`config.mk`:
```
export PLATFORM = sky130hd
export DESIGN_NAME = sdrf_sqrt
export DESIGN_NICKNAME = d
export VERILOG_FILES = /design/src/hw/rtl/sdrf_pkg.sv /design/src/hw/rtl/sdrf_sqrt.sv
export SDC_FILE = /design/constraint.sdc
export NUM_CORES = 2
export LEC_CHECK = 0
export BUFFER_PORTS_ARGS = -buffer_cell sky130_fd_sc_hd__buf_2
export CAP_MARGIN = 25
export CELL_PAD_IN_SITES_DETAIL_PLACEMENT = 1
export CELL_PAD_IN_SITES_GLOBAL_PLACEMENT = 1
export CORE_UTILIZATION = 53
export DETAILED_ROUTE_END_ITERATION = 8
export PLACE_DENSITY_LB_ADDON = 0.1
export SYNTH_ARGS = -nofsm -noshare
export SYNTH_HDL_FRONTEND = slang
export SYNTH_MEMORY_MAX_BITS = 65536
export SYNTH_SLANG_ARGS = --single-unit
```
`constraint.sdc`:
```
create_clock -name clk -period 5.1 [get_ports clk]
set_clock_uncertainty 0.05 [all_clocks]
set_input_delay 1.02 -clock clk [delete_from_list [all_inputs] [get_ports clk]]
set_output_delay 1.02 -clock clk [all_outputs]
set_load 0.03 [all_outputs]
```
`src/hw/rtl/sdrf_pkg.sv`:
```
package sdrf_pkg;

    localparam int W     = 32;           // word width of every Q value
    localparam int F     = 16;           // fraction bits
    localparam int DW    = W + 1;        // anchor offset, signed
    localparam int SQW   = 2 * DW + 2;   // radicand, even width
    localparam int RTW   = SQW / 2;      // root width
    localparam int QW    = F + 1;        // direction quotient magnitude
    localparam int NW    = F + 2;        // signed direction component
    localparam int PW    = 2 * W + 2;    // full product of two W+1 bit magnitudes
    localparam int VNW   = W + NW + 2;   // sum of three velocity products
    localparam int LANES = 3;
    localparam int CFG_IW = 3;

    localparam logic [RTW-1:0] DIST_EPS = RTW'(((1 << F) + 999) / 1000);
    localparam logic [W-2:0]   GAIN_RST = (W-1)'(117965);
    localparam logic [W-1:0]   SMAX     = {1'b0, {(W-1){1'b1}}};
    localparam logic [W-1:0]   SMIN     = {1'b1, {(W-1){1'b0}}};

    typedef enum logic [CFG_IW-1:0] {
        REG_SPRING_K,
        REG_DAMPER_C,
        REG_REST_LENGTH,
        REG_ANCHOR_X,
        REG_ANCHOR_Y,
        REG_ANCHOR_Z,
        REG_VERTICAL_GAIN,
        REG_ENABLED
    } cfg_reg_t;

    typedef struct packed {
        logic                body_present;
        logic signed [W-1:0] pos_x;
        logic signed [W-1:0] pos_y;
        logic signed [W-1:0] pos_z;
        logic signed [W-1:0] vel_x;
        logic signed [W-1:0] vel_y;
        logic signed [W-1:0] vel_z;
    } sample_t;

    typedef struct packed {
        logic                force_applied;
        logic signed [W-1:0] force_x;
        logic signed [W-1:0] force_y;
        logic signed [W-1:0] force_z;
    } result_t;

    typedef struct packed {
        logic [W-2:0] spring_k;
        logic [W-2:0] damper_c;
        logic [W-2:0] vertical_gain;
    } coef_t;

    typedef struct packed {
        logic                         live;
        logic [LANES-1:0]             neg;
        logic [LANES-1:0][DW-1:0]     dmag;
        logic [LANES-1:0][W-1:0]      vel;
    } sqrt_side_t;

    typedef struct packed {
        logic                         live;
        logic [LANES-1:0]             neg;
        logic [LANES-1:0][W-1:0]      vel;
        logic [W-1:0]                 x;
    } div_side_t;

    // Shift a product magnitude right by F (toward zero), apply sign, clamp.
    function automatic logic [W-1:0] shr_sat(input logic neg, input logic [PW-1:0] p);
        logic [PW-1:0] s;
        logic [W-1:0]  r;
        s = p >> F;
        if (neg) begin
            if ((|s[PW-1:W]) || (s[W-1] && (|s[W-2:0])))
                r = SMIN;
            else
                r = -s[W-1:0];
        end
        else begin
            if (|s[PW-1:W-1])
                r = SMAX;
            else
                r = s[W-1:0];
        end
        return r;
    endfunction

    function automatic logic [W-1:0] fmul(input logic signed [W:0] a,
                                          input logic signed [W:0] b);
        logic [W:0] ma;
        logic [W:0] mb;
        ma = a[W] ? -a : a;
        mb = b[W] ? -b : b;
        return shr_sat(a[W] ^ b[W], ma * mb);
    endfunction

endpackage

```
`src/hw/rtl/sdrf_sqrt.sv`:
```
module sdrf_sqrt
    import sdrf_pkg::*;
#(
    parameter int SIDE_W = 1
)
(
    input  logic              clk,
    input  logic              rst_n,
    input  logic              adv,
    input  logic              src_valid,
    input  logic [SQW-1:0]    src_rad,
    input  logic [SIDE_W-1:0] src_side,
    output logic              dst_valid,
    output logic [RTW-1:0]    dst_root,
    output logic [SIDE_W-1:0] dst_side
);

    logic              valid_reg [RTW];
    logic [SQW-1:0]    rad_reg   [RTW];
    logic [RTW-1:0]    root_reg  [RTW];
    logic [RTW:0]      rem_reg   [RTW];
    logic [SIDE_W-1:0] side_reg  [RTW];

    // One root bit per stage, restoring digit recurrence.
    for (genvar s = 0; s < RTW; s++) begin : g_stage
        logic              vld_cur;
        logic [SQW-1:0]    rad_cur;
        logic [RTW-1:0]    root_cur;
        logic [RTW:0]      rem_cur;
        logic [SIDE_W-1:0] side_cur;
        logic [RTW+2:0]    rem_sh;
        logic [RTW+2:0]    trial;
        logic [RTW+2:0]    rem_dif;
        logic              fit;

        if (s == 0) begin : g_head
            assign vld_cur  = src_valid;
            assign rad_cur  = src_rad;
            assign root_cur = '0;
            assign rem_cur  = '0;
            assign side_cur = src_side;
        end
        else begin : g_body
            assign vld_cur  = valid_reg[s-1];
            assign rad_cur  = rad_reg[s-1];
            assign root_cur = root_reg[s-1];
            assign rem_cur  = rem_reg[s-1];
            assign side_cur = side_reg[s-1];
        end

        assign rem_sh  = {rem_cur, rad_cur[SQW-1 -: 2]};
        assign trial   = {1'b0, root_cur, 2'b01};
        assign rem_dif = rem_sh - trial;
        assign fit     = rem_sh >= trial;

        always_ff @(posedge clk or negedge rst_n)
        begin
            if (!rst_n)
                valid_reg[s] <= 1'b0;
            else if (adv)
                valid_reg[s] <= vld_cur;
        end

        always_ff @(posedge clk)
        begin
            if (adv)
            begin
                rad_reg[s]  <= {rad_cur[SQW-3:0], 2'b00};
                root_reg[s] <= {root_cur[RTW-2:0], fit};
                rem_reg[s]  <= fit ? rem_dif[RTW:0] : rem_sh[RTW:0];
                side_reg[s] <= side_cur;
            end
        end
    end

    assign dst_valid = valid_reg[RTW-1];
    assign dst_root  = root_reg[RTW-1];
    assign dst_side  = side_reg[RTW-1];

endmodule

```
==> results.txt <==
Clock share of power = 32.8%
Placed wire-length estimate = 220000 um
Net Switching = 19.9 mW
Worst EP arrival = 4910 ps
Final setup margin = 777 ps
Post-DRT Antenna Nets = 0
Commonest cells after routing, fill and taps aside = edfxtp_1 (2853), inv_1 (795), nand2_1 (741)
TritonCTS clock tree = done
Clock Path Buffers = 4
Die X = 503 um
Vias per cell = 5.69
Flop and latch count out of synthesis = 2887
Largest net degree at the start of global routing = 129
First-pass GRT wire length = 476000 um
Worst r2r src = rem_reg[30][1]
Relative slew slack = 31.5%
Clk pin slew, worst setup/hold paths = 60 ps
Register share of total power = 46.5%
Slew at the pin with the worst max-slew slack = 1020 ps
Combinational share of power = 20.7%
Switching Share = 28.8%
Achievable frequency = 231 MHz
Clock sink count = 2887
# fillers = 24.2k
Clock latency on the worst-skew pair = 950 ps
Vias in the first global route = 84.8k
FF-to-FF path depth = 11
Sequential share of the synthesized area = 65.0%
Dpl ws = 816 ps
# IOs = 109
Core Area = 249000 um^2
H-tree levels = 5
FF/Latch Area = 86500 um^2
Hold Slack = 76.0 ps
RSZ-0062 raised after global routing = no
Post-Syn Instances = 10.2k
Most common cell after layout, fill and taps aside = edfxtp_1
Initial Util = 53.4%
Setup Buffers After CTS = 0
Multi-input gate area = 42900 um^2
FFs w/ async S/R, synth = 1.18%
Std-Cell Rows = 183
Final #Nets = 11.2k
Worst R2R End = rem_reg[31][8]
Final wirelength = 303000 um
Final Hold Viols = 0
Total die area = 253000 um^2
Area delta synth->final = 11.7%
Leak = 56.8 nW
Mapped cell area = 133000 um^2
DR vias = 80.3k
Root Driver = clkbuf_16
Die height = 503 um
Ys Warns = 0
GPL Wtd Cong = 0.879
Setup_tns = 0 ps
CTS Buf Count = 322
Hold_buf cts = 0
Fin area = 149000 um^2
Antenna violations before repair = 4
Worst vdd ir = 357 uV
Synth cell types = 107
Internal reg-to-reg setup slack = 780 ps
Syn_area_per_cell = 13.1 um^2
I/O Buffers = 108
Hold Path Class = primary input to asynchronous set/reset pin
Critical path fanouts, max = 28
WS Path Type = flip-flop to flip-flop
EDFF count, synth = 2853
Fin crit period = 4320 ps
Max-cap violations = 0
Slew Limit Fails = 0
Ys flop type = edfxtp_1
Power density cells = 467 nW/um^2
Max reg flops = 1122
Pre-antenna DRT Iters = 5
Layout cells sized above 1 = 8.39%
CP endpoint kind = flip-flop
Tcrit/Tclk final = 84.8%
Gr ovfl total = 0
Int Power = 49.4 mW
Area after DPL = 138000 um^2
Cts repair resizes = 0
1st-iter DRT viols = 4864
Average routed wire per standard cell = 21.5 um
Tot GR Track Use = 24.0%
DRC viols = 0
Syn nets = 10.9k
Type of origin of the critical path = flip-flop
CP required = 5680 ps
Final Setup Violations = 0
Status = finished clean
routing by layer:
layer | track usage (%) | share of wire [%]
met4 | 7.48 | 3.0
met5 | 0 | 0.0043
met1 | 30.0 | 42
met3 | 2.50 | 3.0
met2 | 43.5 | 52
area by class of cell:
cell class                      instances  area share [%]
Tap cell                             3330            2.80
Clock inverter                        185            1.25
Timing Repair Buffer                  217            1.19
Clock buffer                          375            5.66
Sequential cell                      2887            58.2
Antenna cell                            2         0.00337
Inverter                              797            2.01
Multi-Input combinational cell       6306            28.9
Yosys cell counts (13+ instances only):
master,count,area share [%]
or3_1,100,0.47
xor2_1,479,3.2
and4_1,15,0.099
o31a_1,18,0.12
and3_1,55,0.26
a31oi_1,56,0.26
nand3b_1,22,0.12
o31ai_1,67,0.38
or2_2,59,0.28
inv_1,795,2.2
a21oi_1,588,2.2
o21bai_1,57,0.32
nor4_1,133,0.63
nor2_1,564,1.6
a211o_1,13,0.086
o21ai_0,605,2.3
nand3_1,142,0.53
mux2_2,98,0.83
nand4_1,114,0.54
nand2_1,742,2.1
buf_2,23,0.087
dfrtp_1,34,0.64
a21boi_0,24,0.14
a2111oi_0,15,0.099
mux2i_1,13,0.098
xnor2_1,463,3.0
nor3b_1,25,0.14
edfxtp_1,2853,64
clkbuf_1,157,0.44
ha_1,631,5.9
nor2b_1,82,0.39
a21o_1,279,1.6
o211ai_1,27,0.15
o21a_1,100,0.56
or4_1,64,0.36
nor3_1,237,0.89
a211oi_1,45,0.25
and2_1,32,0.15
nand2b_1,121,0.57
nand4b_1,13,0.086
metrics by stage:
step | util [%] | power (mW) | cells
final | 59.7 | 69.4 | 14100
after floorplan | - | 41.9 | 10200
after detailed placement | 55.5 | 47.0 | 13500
after CTS | 59.7 | 70.0 | 14100
after global placement | 55.5 | 46.4 | 13500
after global routing | 59.7 | 72.5 | 14100
cell families after synthesis:
kind of cell | after synthesis | synth area share (%)
buffers and inverters | 986 | 2.80
XOR/XNOR | 942 | 6.20
AO/OA/AOI/OAI | 2054 | 9.53
flip-flops | 2887 | 65.0
multiplexers | 111 | 0.927
AND/OR/NAND/NOR | 2567 | 9.56
adder cells (fa/ha/maj) | 631 | 5.93
other | 1 | 0.00282
worst max-delay path, stage by stage (launching register included):
cell and delay, ps:
edfxtp_1 400, ha_1 390, o21a_1 170, a2bb2oi_1 450, a32oi_1 200, a222oi_1 590, a311oi_1 310, o21ai_0 300
nand2_1 100, nand2_2 480, buf_12 250, mux2_2 350
power by group through the flow:
stage | sequential [mW] | combinational (mW) | clock (mW)
3_5_place_dp | 32.8 | 14.2 | 0
2_1_floorplan | 31.6 | 10.3 | 0
4_1_cts | 32.4 | 14.4 | 23.3
5_1_grt | 32.6 | 15.9 | 24.0
6_report | 32.3 | 14.4 | 22.7
3_3_place_gp | 32.7 | 13.7 | 0
worst max-delay path by stage:
stage,startpoint,to,cells after the start,slack (ps)
finish,rem_reg[30][1],rem_reg[31][8],11,780
global route,rem_reg[9][10],rem_reg[10][22],10,390
CTS,root_reg[24][1],rem_reg[25][25],12,800
detailed placement,rem_reg[9][10],rem_reg[10][28],10,820
global placement,root_reg[29][6],rem_reg[30][34],12,820
floorplan,rem_reg[29][6],rem_reg[30][10],13,1560
No activity file was read; power rests on OpenSTA's default activity.
